===== src/hw/rtl/cgmc_pkg.sv =====
// Shared constants, codes, types and lane helper for the copolymer growth step block.
`default_nettype none
package cgmc_pkg;

   localparam int MAX_LENGTH  = 4096;
   localparam int PROB_BITS   = 16;
   localparam int LEN_W       = $clog2(MAX_LENGTH + 1);
   localparam int TARGET_W    = 13;
   localparam int CMP_W       = (LEN_W > TARGET_W) ? LEN_W : TARGET_W;
   localparam int THR_W       = 4 * PROB_BITS;
   localparam int CSR_W       = (THR_W > TARGET_W) ? THR_W : TARGET_W;
   localparam int REQ_W       = 2 * PROB_BITS;
   localparam int REQ_TDATA_W = ((REQ_W + 7) / 8) * 8;
   localparam int RSP_W       = 2 + 2 + 2 * LEN_W + 1;
   localparam int RSP_TDATA_W = ((RSP_W + 7) / 8) * 8;

   localparam logic [TARGET_W-1:0] TARGET_RESET = TARGET_W'(3000);

   typedef enum logic [1:0] {
      CSR_CHOOSE = 2'd0,
      CSR_ADD    = 2'd1,
      CSR_REMOVE = 2'd2,
      CSR_TARGET = 2'd3
   } csr_index_type;

   typedef enum logic [1:0] {
      ACT_NONE       = 2'd0,
      ACT_PUSH_RIGHT = 2'd1,
      ACT_PUSH_WRONG = 2'd2,
      ACT_POP        = 2'd3
   } action_type;

   typedef enum logic [1:0] {
      TR_FWD_RIGHT  = 2'd0,
      TR_FWD_WRONG  = 2'd1,
      TR_BACK_RIGHT = 2'd2,
      TR_BACK_WRONG = 2'd3
   } transition_type;

   // shift control for the cell row; monomer is what enters cell 0 on a push
   typedef struct packed {
      logic push;
      logic pop;
      logic monomer;
   } stack_ctrl_type;

   typedef struct packed {
      logic           done;
      logic [LEN_W-1:0] wrong;
      logic [LEN_W-1:0] length;
      transition_type trans;
      action_type     action;
   } result_type;

   function automatic logic [PROB_BITS-1:0] lane_sel(input logic [THR_W-1:0] r,
                                                     input logic [1:0] idx);
      logic [PROB_BITS-1:0] v;
      case (idx)
         2'd0:    v = r[0*PROB_BITS +: PROB_BITS];
         2'd1:    v = r[1*PROB_BITS +: PROB_BITS];
         2'd2:    v = r[2*PROB_BITS +: PROB_BITS];
         default: v = r[3*PROB_BITS +: PROB_BITS];
      endcase
      return v;
   endfunction

endpackage
`default_nettype wire


===== src/hw/rtl/cgmc_step.sv =====
// Step decision: picks the transition, tests acceptance, keeps length and wrong counters.
`default_nettype none
module cgmc_step
   import cgmc_pkg::*;
(
   input  wire logic                 clock,
   input  wire logic                 reset,
   input  wire logic                 go,
   input  wire logic [PROB_BITS-1:0] choice_draw,
   input  wire logic [PROB_BITS-1:0] accept_draw,
   input  wire logic                 tip,
   input  wire logic                 prev,
   input  wire logic [THR_W-1:0]     choose_thr,
   input  wire logic [THR_W-1:0]     add_thr,
   input  wire logic [THR_W-1:0]     remove_thr,
   input  wire logic [TARGET_W-1:0]  target_length,
   output stack_ctrl_type            stack_ctrl,
   output result_type                result
);

   localparam logic [CMP_W-1:0] MAX_C = CMP_W'(MAX_LENGTH);

   logic [LEN_W-1:0] length_ff, length_in;
   logic [LEN_W-1:0] wrong_ff, wrong_in;

   logic [CMP_W-1:0]     target_c;
   logic [CMP_W-1:0]     length_c;
   logic                 active;
   transition_type       trans;
   logic [PROB_BITS-1:0] t_right, t_fwd, add_p, rem_p;
   logic                 do_push, do_pop;
   action_type           action;

   always_comb begin
      target_c = (CMP_W'(target_length) > MAX_C) ? MAX_C : CMP_W'(target_length);
      length_c = CMP_W'(length_ff);
      active   = length_c < target_c;

      t_right = lane_sel(choose_thr, {prev, 1'b0});
      t_fwd   = lane_sel(choose_thr, {prev, 1'b1});

      trans = TR_FWD_RIGHT;
      if (active) begin
         if (length_ff == LEN_W'(1)) begin
            // a lone monomer only grows, half each way
            trans = choice_draw[PROB_BITS-1] ? TR_FWD_WRONG : TR_FWD_RIGHT;
         end else if (choice_draw < t_right) begin
            trans = TR_FWD_RIGHT;
         end else if (choice_draw < t_fwd) begin
            trans = TR_FWD_WRONG;
         end else begin
            trans = prev ? TR_BACK_WRONG : TR_BACK_RIGHT;
         end
      end

      add_p = lane_sel(add_thr, {trans[0], tip});
      rem_p = lane_sel(remove_thr, {trans[0], tip});

      do_push = go && active && !trans[1] && (accept_draw < add_p) && (length_c < MAX_C);
      do_pop  = go && active && trans[1] && (accept_draw < rem_p)
                && (length_ff > LEN_W'(1));

      length_in = length_ff;
      wrong_in  = wrong_ff;
      action    = ACT_NONE;
      if (do_push) begin
         length_in = length_ff + LEN_W'(1);
         if (trans[0]) begin
            wrong_in = wrong_ff + LEN_W'(1);
            action   = ACT_PUSH_WRONG;
         end else begin
            action   = ACT_PUSH_RIGHT;
         end
      end else if (do_pop) begin
         length_in = length_ff - LEN_W'(1);
         if (tip && (wrong_ff != '0)) begin
            wrong_in = wrong_ff - LEN_W'(1);
         end
         action = ACT_POP;
      end

      stack_ctrl.push    = do_push;
      stack_ctrl.pop     = do_pop;
      stack_ctrl.monomer = trans[0];

      result.action = action;
      result.trans  = trans;
      result.length = length_in;
      result.wrong  = wrong_in;
      result.done   = CMP_W'(length_in) >= target_c;
   end

   always_ff @(posedge clock) begin
      if (reset) begin
         length_ff <= LEN_W'(1);
         wrong_ff  <= '0;
      end else if (go) begin
         length_ff <= length_in;
         wrong_ff  <= wrong_in;
      end
   end

endmodule
`default_nettype wire


===== config.mk =====
export PLATFORM = sky130hd
export DESIGN_NAME = cgmc_step
export DESIGN_NICKNAME = d
export VERILOG_FILES = /design/src/hw/rtl/cgmc_pkg.sv /design/src/hw/rtl/cgmc_step.sv
export SDC_FILE = /design/constraint.sdc
export NUM_CORES = 1
export LEC_CHECK = 0
export BUFFER_PORTS_ARGS = -buffer_cell sky130_fd_sc_hd__buf_2
export CAP_MARGIN = 20
export CORE_MARGIN = 1.5
export CORE_UTILIZATION = 40
export DETAILED_ROUTE_END_ITERATION = 10
export MAX_ROUTING_LAYER = met4
export PLACE_DENSITY_LB_ADDON = 0.1
export SKIP_CTS_REPAIR_TIMING = 1
export SLEW_MARGIN = 20
export SYNTH_ARGS = -nofsm -noshare
export SYNTH_HDL_FRONTEND = slang
export SYNTH_SLANG_ARGS = --single-unit
export TNS_END_PERCENT = 10

===== constraint.sdc =====
create_clock -name clock -period 11.6 [get_ports clock]
set_clock_uncertainty 0.2 [all_clocks]
set_input_delay 1.16 -clock clock [delete_from_list [all_inputs] [get_ports clock]]
set_output_delay 1.16 -clock clock [all_outputs]
set_load 0.03 [all_outputs]

Yosys cells after proc, flatten, opt, wreduce, memory -nomap -nowiden
Cells that the tools add are included. W data, S select, Z words.

Bits in registers: 26. ROM bits: 0. Bits in latches: 0. Memory bits (writable): 0. Word-level logic and storage cells: 50. Memories: 0. Bits of input ports: 242.

Mux-type cells: 20. $add $sub $neg: 4. Div/mod/pow operators: 0. Bitwise operators: 1. Multiply operators: 0. Shift operators: 0. Magnitude comparators: 9. Reduce and logical (&&, ||, !) cells: 11. Eq/ne operators: 3.

Operators by type and width (number): $pmux W16 S3 (2); $mux W13 (7); $lt A16 B16 Y1 (4); $pmux W16 S2 (1); $add A13 B1 Y13 const B (2); $sub A13 B1 Y13 const B (2); $mux W16 (1); $mux W2 (7); $eq A13 B1 Y1 const B (1); $ge A13 B13 Y1 (1); $gt A13 B1 Y1 const B (1); $gt A13 B13 Y1 const B (1); $lt A13 B13 Y1 (1); $lt A13 B13 Y1 const B (1); $reduce_bool A13 Y1 (1); $logic_and A1 B1 Y1 (8); $eq A2 B1 Y1 const B (1); $eq A2 B2 Y1 const B (1); $logic_not A2 Y1 (1); $mux W1 (2); $logic_not A1 Y1 (1); $not A1 Y1 (1).

Logic depth before layout (Yosys ltp)
Gate-level depths: netlist (run 1).

Word-level depth: 14. Depth in mapped cells: 33. Mapped depth without buffers: 31.

Worst setup path after synthesis (run 1)
No wires, ideal clock.

Path kind: input port to output port. Start point: in prev. End point: out result[30] (netlist bit). Arrival time: 8350 ps. Required time: 10240 ps. Buffers on the path: 3. Setup slack: 1890 ps. Stages on the path: 33. Cells stage by stage: buf_2 -> buf_1 -> mux2i_1 -> ha_1 -> a21oi_1 -> nand2_1 -> a221oi_1 -> nand3_1 -> nand3_1 -> buf_2 -> mux4_2 -> inv_1 -> ha_1 -> a21o_1 -> a21o_1 -> a221oi_1 -> o21ai_0 -> a211oi_1 -> o311a_1 -> nand2_2 -> inv_2 -> a211oi_1 -> a211oi_1 -> ha_1 -> nor2b_1 -> o21a_1 -> o21a_1 -> o21a_1 -> o21a_1 -> o21a_1 -> o21a_1 -> o21ai_0 -> a21oi_1.

RTL lines: from (decl) (RTL line cgmc_step.sv:12) `input wire logic prev,`; to (decl) (RTL line cgmc_step.sv:18) `output result_type result`.

==> reports/summary.txt, run 1 <==
CP Class -> in2out
WL per Instance -> 17.2 µm
Total of max-cap violations -> 0
H-tree lvl count -> 1
Most used cell, CP -> o21a_1
Share of cells above drive strength 1 -> 39.7%
Final setup fails -> 0
Max Freq -> 96.6 MHz
Number of global-route vias before repair -> 5706
Clock Latency Late Sink -> 270 ps
Post-synth ARST share -> 0%
YS warnings -> 0
Status -> complete, no violations
Cells after synthesis -> 620
Min Clock Period, post-route -> 10360 ps
Share of the synthesized area in the top cell type -> 21.0%
Pre-antenna DRT Iters -> 4
TritonCTS buffer count -> 3
Pwr/cell area -> 132 nW/µm²
Grt ovf -> 0
Clock sink total -> 26
Via count -> 5730
Crit end category -> output pin
WP data arrival -> 9000 ps
Hold Path Class -> reg2reg
GPL Wtd Cong -> 0.882
Post-Syn Area per Cell -> 8.66 µm²
CP peak stage delay -> 680 ps
Worst setup SP type -> primary input
Width of the die -> 119 µm
Post-DP HPWL -> 15800 µm
Tcrit/Tclk final -> 89.3%
First-pass GRT wire length -> 28800 µm
Most common cell in the netlist -> ha_1
Routed vias/inst -> 5.48
Buffers on Ports -> 275
Synth top cells by count -> ha_1 (90), nor2_1 (48), inv_1 (42), nand2_1 (39), mux2i_1 (34)
Syn-to-layout area delta -> 28.8%
Delay-heaviest family, CP -> compound AO/OA/AOI/OAI gates
Distinct cells, synth -> 71
Mapped Nets -> 952
I/O pin cnt -> 276
Ys flop type -> dfxtp_1
Core area -> 13200 µm²
Clk root buf -> clkbuf_16
Slowest CP cell -> buf_2
Final Hold Viols -> 0
Cell area after synthesis -> 5370 µm²
Fill cells -> 1322
Detail Route Antenna Nets -> 0
Clock-pin transition on the worst setup and hold timing paths -> 70 ps
Largest net degree at the start of global routing -> 44
Worst-case vdd ir drop -> 0.0000705 V
Leakage -> 3.65 nW
Drt drc -> 0
# rows -> 42
Fin area -> 6910 µm²
Worst Tran Pin Value -> 898 ps
Initial antenna violation count -> 1
Main area contributors after synthesis -> ha_1 (21%), mux4_2 (13%), dfxtp_1 (9.7%), mux2i_1 (6.3%), nor2_1 (3.4%)
Die height -> 119 µm
CTS tree -> done
Leading area contributor after synthesis -> ha_1
CP Data Required Time -> 10240 ps
Final max-slew violation count -> 0
Slew HR -> 40.1%
Routed WL -> 18000 µm
Area post-placement -> 6840 µm²
Post-synth EDFFs -> 0
Buf/Inv on CP -> 4
1st-iter DRT viols -> 254
Seq cells post-synth -> 26
Clk buf depth -> 2
Initial Util -> 40.7%
Die area -> 14100 µm²
Register area share after synthesis -> 9.70%
GR Util All Layers -> 25.9%
Post-layout nets -> 1203
RSZ-0062 raised after global routing -> false
Crit-path max FO -> 33
Final TNS setup -> 0 ps
-- per-stage QoR --
step	setup WS (ps)	power (mW)	utilization [%]	std cells	hold slack [ps]
2_1_floorplan	1890	0.659	-	620	303
3_3_place_gp	1470	0.825	51.8	1042	319
3_5_place_dp	1200	0.837	51.8	1042	343
4_1_cts	1210	0.920	52.4	1045	383
5_1_grt	511	1.00	52.4	1046	421
6_report	1240	0.911	52.4	1046	375
-- per-layer routing --
metal	part of all wire [%]	up-vias	GRT usage (%)	wire length (µm)
li1	-	2853	-	-
met1	44	2689	33.9	7960
met2	50	175	45.1	8950
met3	4.5	13	1.48	815
met4	1.4	0	4.67	246
met5	0	-	-	0
-- registers in the layout, summed over array words and instances, names as in the netlist --
signal and cells:
length_c 13, wrong_ff 13
-- final cells by class --
| type | count | area (µm²) | share of cell area (%) |
|---|---|---|---|
| multi-input cells | 520 | 4550 | 65.8 |
| repair buffers | 276 | 1380 | 20.0 |
| flip-flops and latches | 26 | 520 | 7.53 |
| well taps | 176 | 220 | 3.18 |
| inverters | 44 | 165 | 2.39 |
| clock buffers | 3 | 75.1 | 1.09 |
| diodes | 1 | 2.50 | 0.0362 |
-- cells in the final DEF (no fill, tap or decap), types with 13 or more instances in the layout --
master / netlist / layout
nand4_1: 25 / 25
nand3_1: 16 / 15
a21oi_1: 30 / 30
ha_1: 90 / 90
buf_2: 6 / 275
o21ai_0: 14 / 14
nor3_1: 14 / 14
nor2_1: 48 / 48
mux2_2: 13 / 13
nor2b_1: 22 / 22
mux2i_1: 34 / 34
nand2_1: 39 / 39
dfxtp_1: 26 / 26
inv_1: 42 / 42
mux4_2: 30 / 30
-- cells by family after synthesis --
logic type	after synthesis	share of synthesized area, %
xor+xnor	21	3.43
simple gates	212	21.2
fa+ha+maj	90	21.0
mux	86	23.6
buf+inv	74	5.67
compound gates	111	15.4
flops	26	9.70
-- final timing paths --
path | cells past startpoint | to | from | slack (ps)
worst max-delay path | 32 | result[30] | prev | 1240
worst min register to register | 3 | wrong_ff[12]$_SDFFE_PP0P_ | wrong_ff[12]$_SDFFE_PP0P_ | 370
worst min-delay path | 3 | wrong_ff[12]$_SDFFE_PP0P_ | wrong_ff[12]$_SDFFE_PP0P_ | 370
worst max register to register | 19 | wrong_ff[5]$_SDFFE_PP0P_ | length_c[6]$_SDFFE_PP0P_ | 5300
-- power by group --
part	total [mW]	internal [mW]	switching, mW
Sequential	0.111	0.0963	0.0144
Combinational	0.719	0.328	0.392
Clock	0.0809	0.0459	0.0350
-- worst register-to-register path, delay by kind of cell (launching register included) --
family | cells | cell delay (ps)
multiplexers | 2 | 830
flip-flops | 1 | 520
AND/OR/NAND/NOR | 5 | 1700
buffers and inverters | 2 | 480
AO/OA/AOI/OAI | 8 | 1940
adder cells (fa/ha/maj) | 2 | 540
Note: power is estimated with default switching activity, not from simulation.
==> inputs of run 2 (changes only) <==
==> constraint.sdc (replaced) <==
create_clock -name clock -period 11.6 [get_ports clock]
set_clock_uncertainty 0.2 [all_clocks]
set_input_delay 0 -clock clock [delete_from_list [all_inputs] [get_ports clock]]
set_output_delay 0 -clock clock [all_outputs]
set_load 0.03 [all_outputs]
==> reports/summary.txt, run 2 (same netlist as run 1, synthesis figures left out) <==
Final Hold Viols -> 0 (unchanged)
Total of max-cap violations -> 0 (unchanged)
Largest net degree at the start of global routing -> 44 (unchanged)
1st-iter DRT viols -> 204 (was 254)
Final setup fails -> 0 (unchanged)
Syn-to-layout area delta -> 29.5% (was 28.8%)
Hold Path Class -> in2reg (was reg2reg)
H-tree lvl count -> 1 (unchanged)
Clock-pin transition on the worst setup and hold timing paths -> 80 ps (was 70 ps)
HP Start -> reset (was wrong_ff[12]$_SDFFE_PP0P_)
GR Util All Layers -> 25.7% (was 25.9%)
Leakage -> 3.66 nW (was 3.65 nW)
Number of global-route vias before repair -> 5852 (was 5706)
Final max-slew violation count -> 0 (unchanged)
Final TNS setup -> 0 ps (unchanged)
Via count -> 5726 (was 5730)
Most used cell, CP -> o21a_1 (unchanged)
Worst Tran Pin Value -> 914 ps (was 898 ps)
Core area -> 13200 µm² (unchanged)
CP Launch Point -> prev (unchanged)
CP peak stage delay -> 680 ps (about the same)
Total Power -> 0.934 mW (was 0.911 mW)
Slew HR -> 39.1% (was 40.1%)
Worst-case vdd ir drop -> 0.000101 V (was 0.0000705 V)
Clock Latency Late Sink -> 270 ps (about the same)
# rows -> 42 (unchanged)
Routed WL -> 17800 µm (was 18000 µm)
Crit end category -> output pin (unchanged)
Crit-path max FO -> 33 (unchanged)
Pwr/cell area -> 134 nW/µm² (was 132 nW/µm²)
Max Freq -> 126 MHz (was 96.6 MHz)
RSZ-0062 raised after global routing -> false (unchanged)
Clk buf depth -> 2 (unchanged)
Clock sink total -> 26 (unchanged)
GPL Wtd Cong -> 0.950 (was 0.882)
CTS tree -> done (unchanged)
Fin area -> 6950 µm² (was 6910 µm²)
Post-DP HPWL -> 15700 µm (was 15800 µm)
TritonCTS buffer count -> 3 (unchanged)
Placed cells -> 1042 (unchanged)
Drt drc -> 0 (unchanged)
WL per Instance -> 17.0 µm (was 17.2 µm)
Initial antenna violation count -> 2 (was 1)
Worst setup SP type -> primary input (unchanged)
Fill cells -> 1273 (was 1322)
Grt ovf -> 0 (unchanged)
Width of the die -> 119 µm (unchanged)
Detail Route Antenna Nets -> 0 (unchanged)
Status -> complete, no violations (unchanged)
Pre-antenna DRT Iters -> 7 (was 4)
Tcrit/Tclk final -> 68.6% (was 89.3%)
I/O pin cnt -> 276 (unchanged)
Most common cell after layout, fill and taps aside -> buf_2 (unchanged)
Buffers on Ports -> 275 (unchanged)
Most frequent cells in the layout -> buf_2 (275), ha_1 (90), nor2_1 (48) (unchanged)
Post-Layout Cell Count -> 1049 (was 1046)
First-pass GRT wire length -> 28500 µm (was 28800 µm)
CP Data Required Time -> 11400 ps (was 10240 ps)
Post-layout nets -> 1203 (unchanged)
Reg2reg start -> length_c[6]$_SDFFE_PP0P_ (unchanged)
Clk root buf -> clkbuf_16 (unchanged)
Die height -> 119 µm (unchanged)
Min Clock Period, post-route -> 7960 ps (was 10360 ps)
Routed vias/inst -> 5.46 (was 5.48)
Initial Util -> 40.7% (unchanged)
Share of cells above drive strength 1 -> 39.8% (was 39.7%)
CP Class -> in2out (unchanged)
Slowest CP cell -> buf_2 (unchanged)
WP data arrival -> 7760 ps (was 9000 ps)
Die area -> 14100 µm² (unchanged)
Area post-placement -> 6840 µm² (unchanged)
Final core occ -> 52.7% (was 52.4%)
[run 2: cell count changes in the layout (fill, tap and decap cells not counted)]
cell	delta
bufinv_16	+1
diode_2	+2
[run 2: layout make-up]
cell class / instances / area (µm²) / share of cell area [%]
tap: 176 / 220 / 3.17
clock buffer: 3 / 75.1 / 1.08
inverter: 44 / 165 / 2.38
sequential: 26 / 520 / 7.49
clock inverter: 1 / 30.0 / 0.432
timing repair buffer: 276 / 1380 / 19.9
antenna: 3 / 7.51 / 0.108
multi-input combinational: 520 / 4550 / 65.4
[run 2: power by group]
| group | switching, mW | total (mW) | internal (mW) | leakage [nW] |
|---|---|---|---|---|
| Sequential | 0.0145 | 0.111 | 0.0963 | 0.210 |
| Combinational | 0.392 | 0.719 | 0.327 | 3.40 |
| Clock | 0.0359 | 0.105 | 0.0689 | 0.0511 |
[run 2: metal layers]
metal / share of wire [%] / global-route usage, % / vias to the layer above
li1: - / - / 2849
met4: 2.0 / 6.40 / 0
met2: 50 / 45.6 / 174
met5: 0 / - / -
met1: 44 / 31.7 / 2679
met3: 4.3 / 2.11 / 24
[run 2: stage by stage]
stage / hold slack [ps] / setup WS (ps)
final: 126 / 3640
after detailed placement: 331 / 3620
after global placement: 322 / 3920
after global routing: 187 / 2960
after floorplan: 183 / 4210
after CTS: 116 / 3610
[run 2: final timing paths]
path	to	slack, ps	cells after the start
max reg2reg	wrong_ff[6]$_SDFFE_PP0P_	5430	19
min reg2reg	wrong_ff[12]$_SDFFE_PP0P_	340	3
max	result[30]	3640	32
min	wrong_ff[1]$_SDFFE_PP0P_	130	2
[run 2: worst max-delay path: cells and delay by family]
family / cells / cell delay (ps)
multiplexers: 2 / 860
buffers and inverters: 4 / 1410
AO/OA/AOI/OAI: 16 / 2780
AND/OR/NAND/NOR: 7 / 1860
adder cells (fa/ha/maj): 3 / 830
==> inputs of run 3 (changes only) <==
==> constraint.sdc (replaced) <==
create_clock -name clock -period 7 [get_ports clock]
set_clock_uncertainty 0.2 [all_clocks]
set_input_delay 0 -clock clock [delete_from_list [all_inputs] [get_ports clock]]
set_output_delay 0 -clock clock [all_outputs]
set_load 0.03 [all_outputs]
==> reports/summary.txt, run 3 (same netlist as run 1, synthesis figures left out) <==
Status -> complete, no violations (unchanged)
CP endpoint -> result[30] (unchanged)
CP Launch Point -> length_c[9]$_SDFFE_PP0P_ (was prev)
CP Class -> reg2out (was in2out)
Number of global-route vias before repair -> 5826 (was 5852)
Grt ovf -> 0 (unchanged)
Syn-to-layout area delta -> 36.2% (was 29.5%)
Die height -> 119 µm (unchanged)
Slew HR -> 45.7% (was 39.1%)
Clk root buf -> clkbuf_16 (unchanged)
Pwr/cell area -> 231 nW/µm² (was 134 nW/µm²)
WHS -> 122 ps (was 126 ps)
Hold Path Class -> in2reg (unchanged)
Routed WL -> 17700 µm (was 17800 µm)
H-tree lvl count -> 1 (unchanged)
Via count -> 5779 (was 5726)
NetSw -> 0.765 mW (was 0.442 mW)
Core area -> 13200 µm² (unchanged)
Tcrit/Tclk final -> 94.6%
WP data arrival -> 6420 ps (was 7760 ps)
TritonCTS buffer count -> 3 (unchanged)
CP peak stage delay -> 470 ps (was 680 ps)
Clock-pin transition on the worst setup and hold timing paths -> 70 ps (was 80 ps)
Post-DP HPWL -> 15400 µm (was 15700 µm)
Worst setup SP type -> flip-flop (was primary input)
Most common cell after layout, fill and taps aside -> buf_2 (unchanged)
Die area -> 14100 µm² (unchanged)
Width of the die -> 119 µm (unchanged)
Leakage -> 3.82 nW (was 3.66 nW)
First-pass GRT wire length -> 27800 µm (was 28500 µm)
Int Power -> 0.921 mW (was 0.492 mW)
Clock Latency Late Sink -> 270 ps (about the same)
Post-layout nets -> 1228 (was 1203)
I/O pin cnt -> 276 (unchanged)
Fill cells -> 1288 (was 1273)
Crit-path max FO -> 13 (was 33)
Final core occ -> 55.4% (was 52.7%)
Worst-case vdd ir drop -> 0.000113 V (was 0.000101 V)
Pre-antenna DRT Iters -> 4 (was 7)
Clock sink total -> 26 (unchanged)
Crit end category -> output pin (unchanged)
Detail Route Antenna Nets -> 0 (unchanged)
Final max-slew violation count -> 0 (unchanged)
Final Hold Viols -> 0 (unchanged)
Delay-heaviest family, CP -> compound AO/OA/AOI/OAI gates (unchanged)
Most used cell, CP -> o21a_1 (unchanged)
WL per Instance -> 16.5 µm (was 17.0 µm)
Worst Tran Pin Value -> 814 ps (was 914 ps)
Clk buf depth -> 2 (unchanged)
Flop2flop setup slack -> 1550 ps (was 5430 ps)
# rows -> 42 (unchanged)
Min Clock Period, post-route -> 6620 ps
GPL Wtd Cong -> 0.943 (was 0.950)
Max Freq -> 151 MHz
Share of cells above drive strength 1 -> 43.6% (was 39.8%)
Largest net degree at the start of global routing -> 44 (unchanged)
1st-iter DRT viols -> 191 (was 204)
Buf/Inv on CP -> 6 (was 4)
Initial antenna violation count -> 2 (unchanged)
Reg2reg start -> length_c[9]$_SDFFE_PP0P_ (was length_c[6]$_SDFFE_PP0P_)
Routed vias/inst -> 5.39 (was 5.46)
CTS tree -> done (unchanged)
CP Data Required Time -> 6800 ps (was 11400 ps)
GR Util All Layers -> 24.7% (was 25.7%)
Switching share of power -> 45.4% (was 47.3%)
Most frequent cells in the layout -> buf_2 (275), ha_1 (89), nor2_1 (48) (was buf_2 (275), ha_1 (90), nor2_1 (48))
WP depth -> 32 (unchanged)
Slowest CP cell -> dfxtp_1 (was buf_2)
Worst reg2reg endpoint -> wrong_ff[6]$_SDFFE_PP0P_ (unchanged)
R2R cell count -> 21 (was 19)
Comb power frac -> 78.9% (was 76.9%)
Buffers on Ports -> 275 (unchanged)
Initial Util -> 40.7% (unchanged)
Power share of the clock group -> 10.3% (was 11.2%)
Final setup fails -> 0 (unchanged)
Total of max-cap violations -> 0 (unchanged)
Flop pwr share -> 10.8% (was 11.9%)
Drt drc -> 0 (unchanged)
run 3: changes by cell type in the layout (fill, tap and decap cells not counted), sizes merged:
cell | previous run | this run
buf | 276 | 299
clkbuf | 3 | 5
diode | 3 | 2
run 3: final cells by class:
type	instances	area [µm²]	share of cell area, %
well taps	176	220	3.01
inverters	44	165	2.26
multi-input cells	520	4650	63.6
diodes	2	5.00	0.0685
repair buffers	301	1640	22.4
clock buffers	3	75.1	1.03
flip-flops and latches	26	529	7.24
clock inverters	1	30.0	0.411
run 3: power groups by stage:
stage,combinational (mW),clock (mW),sequential [mW]
finish,1.33,0.174,0.182
global route,1.48,0.182,0.185
CTS,1.25,0.177,0.182
detailed placement,1.25,0,0.185
global placement,1.23,0,0.185
floorplan,0.919,0,0.176
run 3: worst register-to-register path, delay by kind of cell, from the launching register on:
kind	cells	cell delay, ps
DFF	1	470
and+or+nand+nor	4	1190
AOI/OAI and AO/OA	8	1520
adders and majority gates	2	510
muxes	2	790
buffers and inverters	5	660
run 3: worst min-delay path by stage:
stage	startpoint	end	slack, ps	depth (start not counted)
finish	reset	wrong_ff[1]$_SDFFE_PP0P_	120	2
global route	reset	length_c[12]$_SDFFE_PP0P_	190	2
CTS	reset	wrong_ff[1]$_SDFFE_PP0P_	120	2
detailed placement	wrong_ff[12]$_SDFFE_PP0P_	wrong_ff[12]$_SDFFE_PP0P_	340	3
global placement	wrong_ff[12]$_SDFFE_PP0P_	wrong_ff[12]$_SDFFE_PP0P_	320	3
floorplan	reset	wrong_ff[7]$_SDFFE_PP0P_	180	3
run 3: routing by layer:
layer  up-vias  global-route usage [%]  wire length (µm)
met5         -                       -                 0
li1       2909                       -                 -
met2       181                    45.0              9240
met3        21                    2.25               786
met1      2668                    29.5              7440
met4         0                    6.02               267
run 3: metrics by stage:
| stage | power, mW | std cells | TNS [ps] | instance area, µm² | setup slack (ps) |
|---|---|---|---|---|---|
| finish | 1.69 | 1073 | 0 | 7310 | 379 |
| global route | 1.84 | 1073 | -11.7 | 7310 | -11.7 |
| CTS | 1.61 | 1060 | -141 | 7080 | -141 |
| detailed placement | 1.43 | 1056 | -9.36 | 6970 | -9.36 |
| global placement | 1.42 | 1056 | 0 | 6970 | 221 |
| floorplan | 1.10 | 620 | 0 | 5370 | 191 |
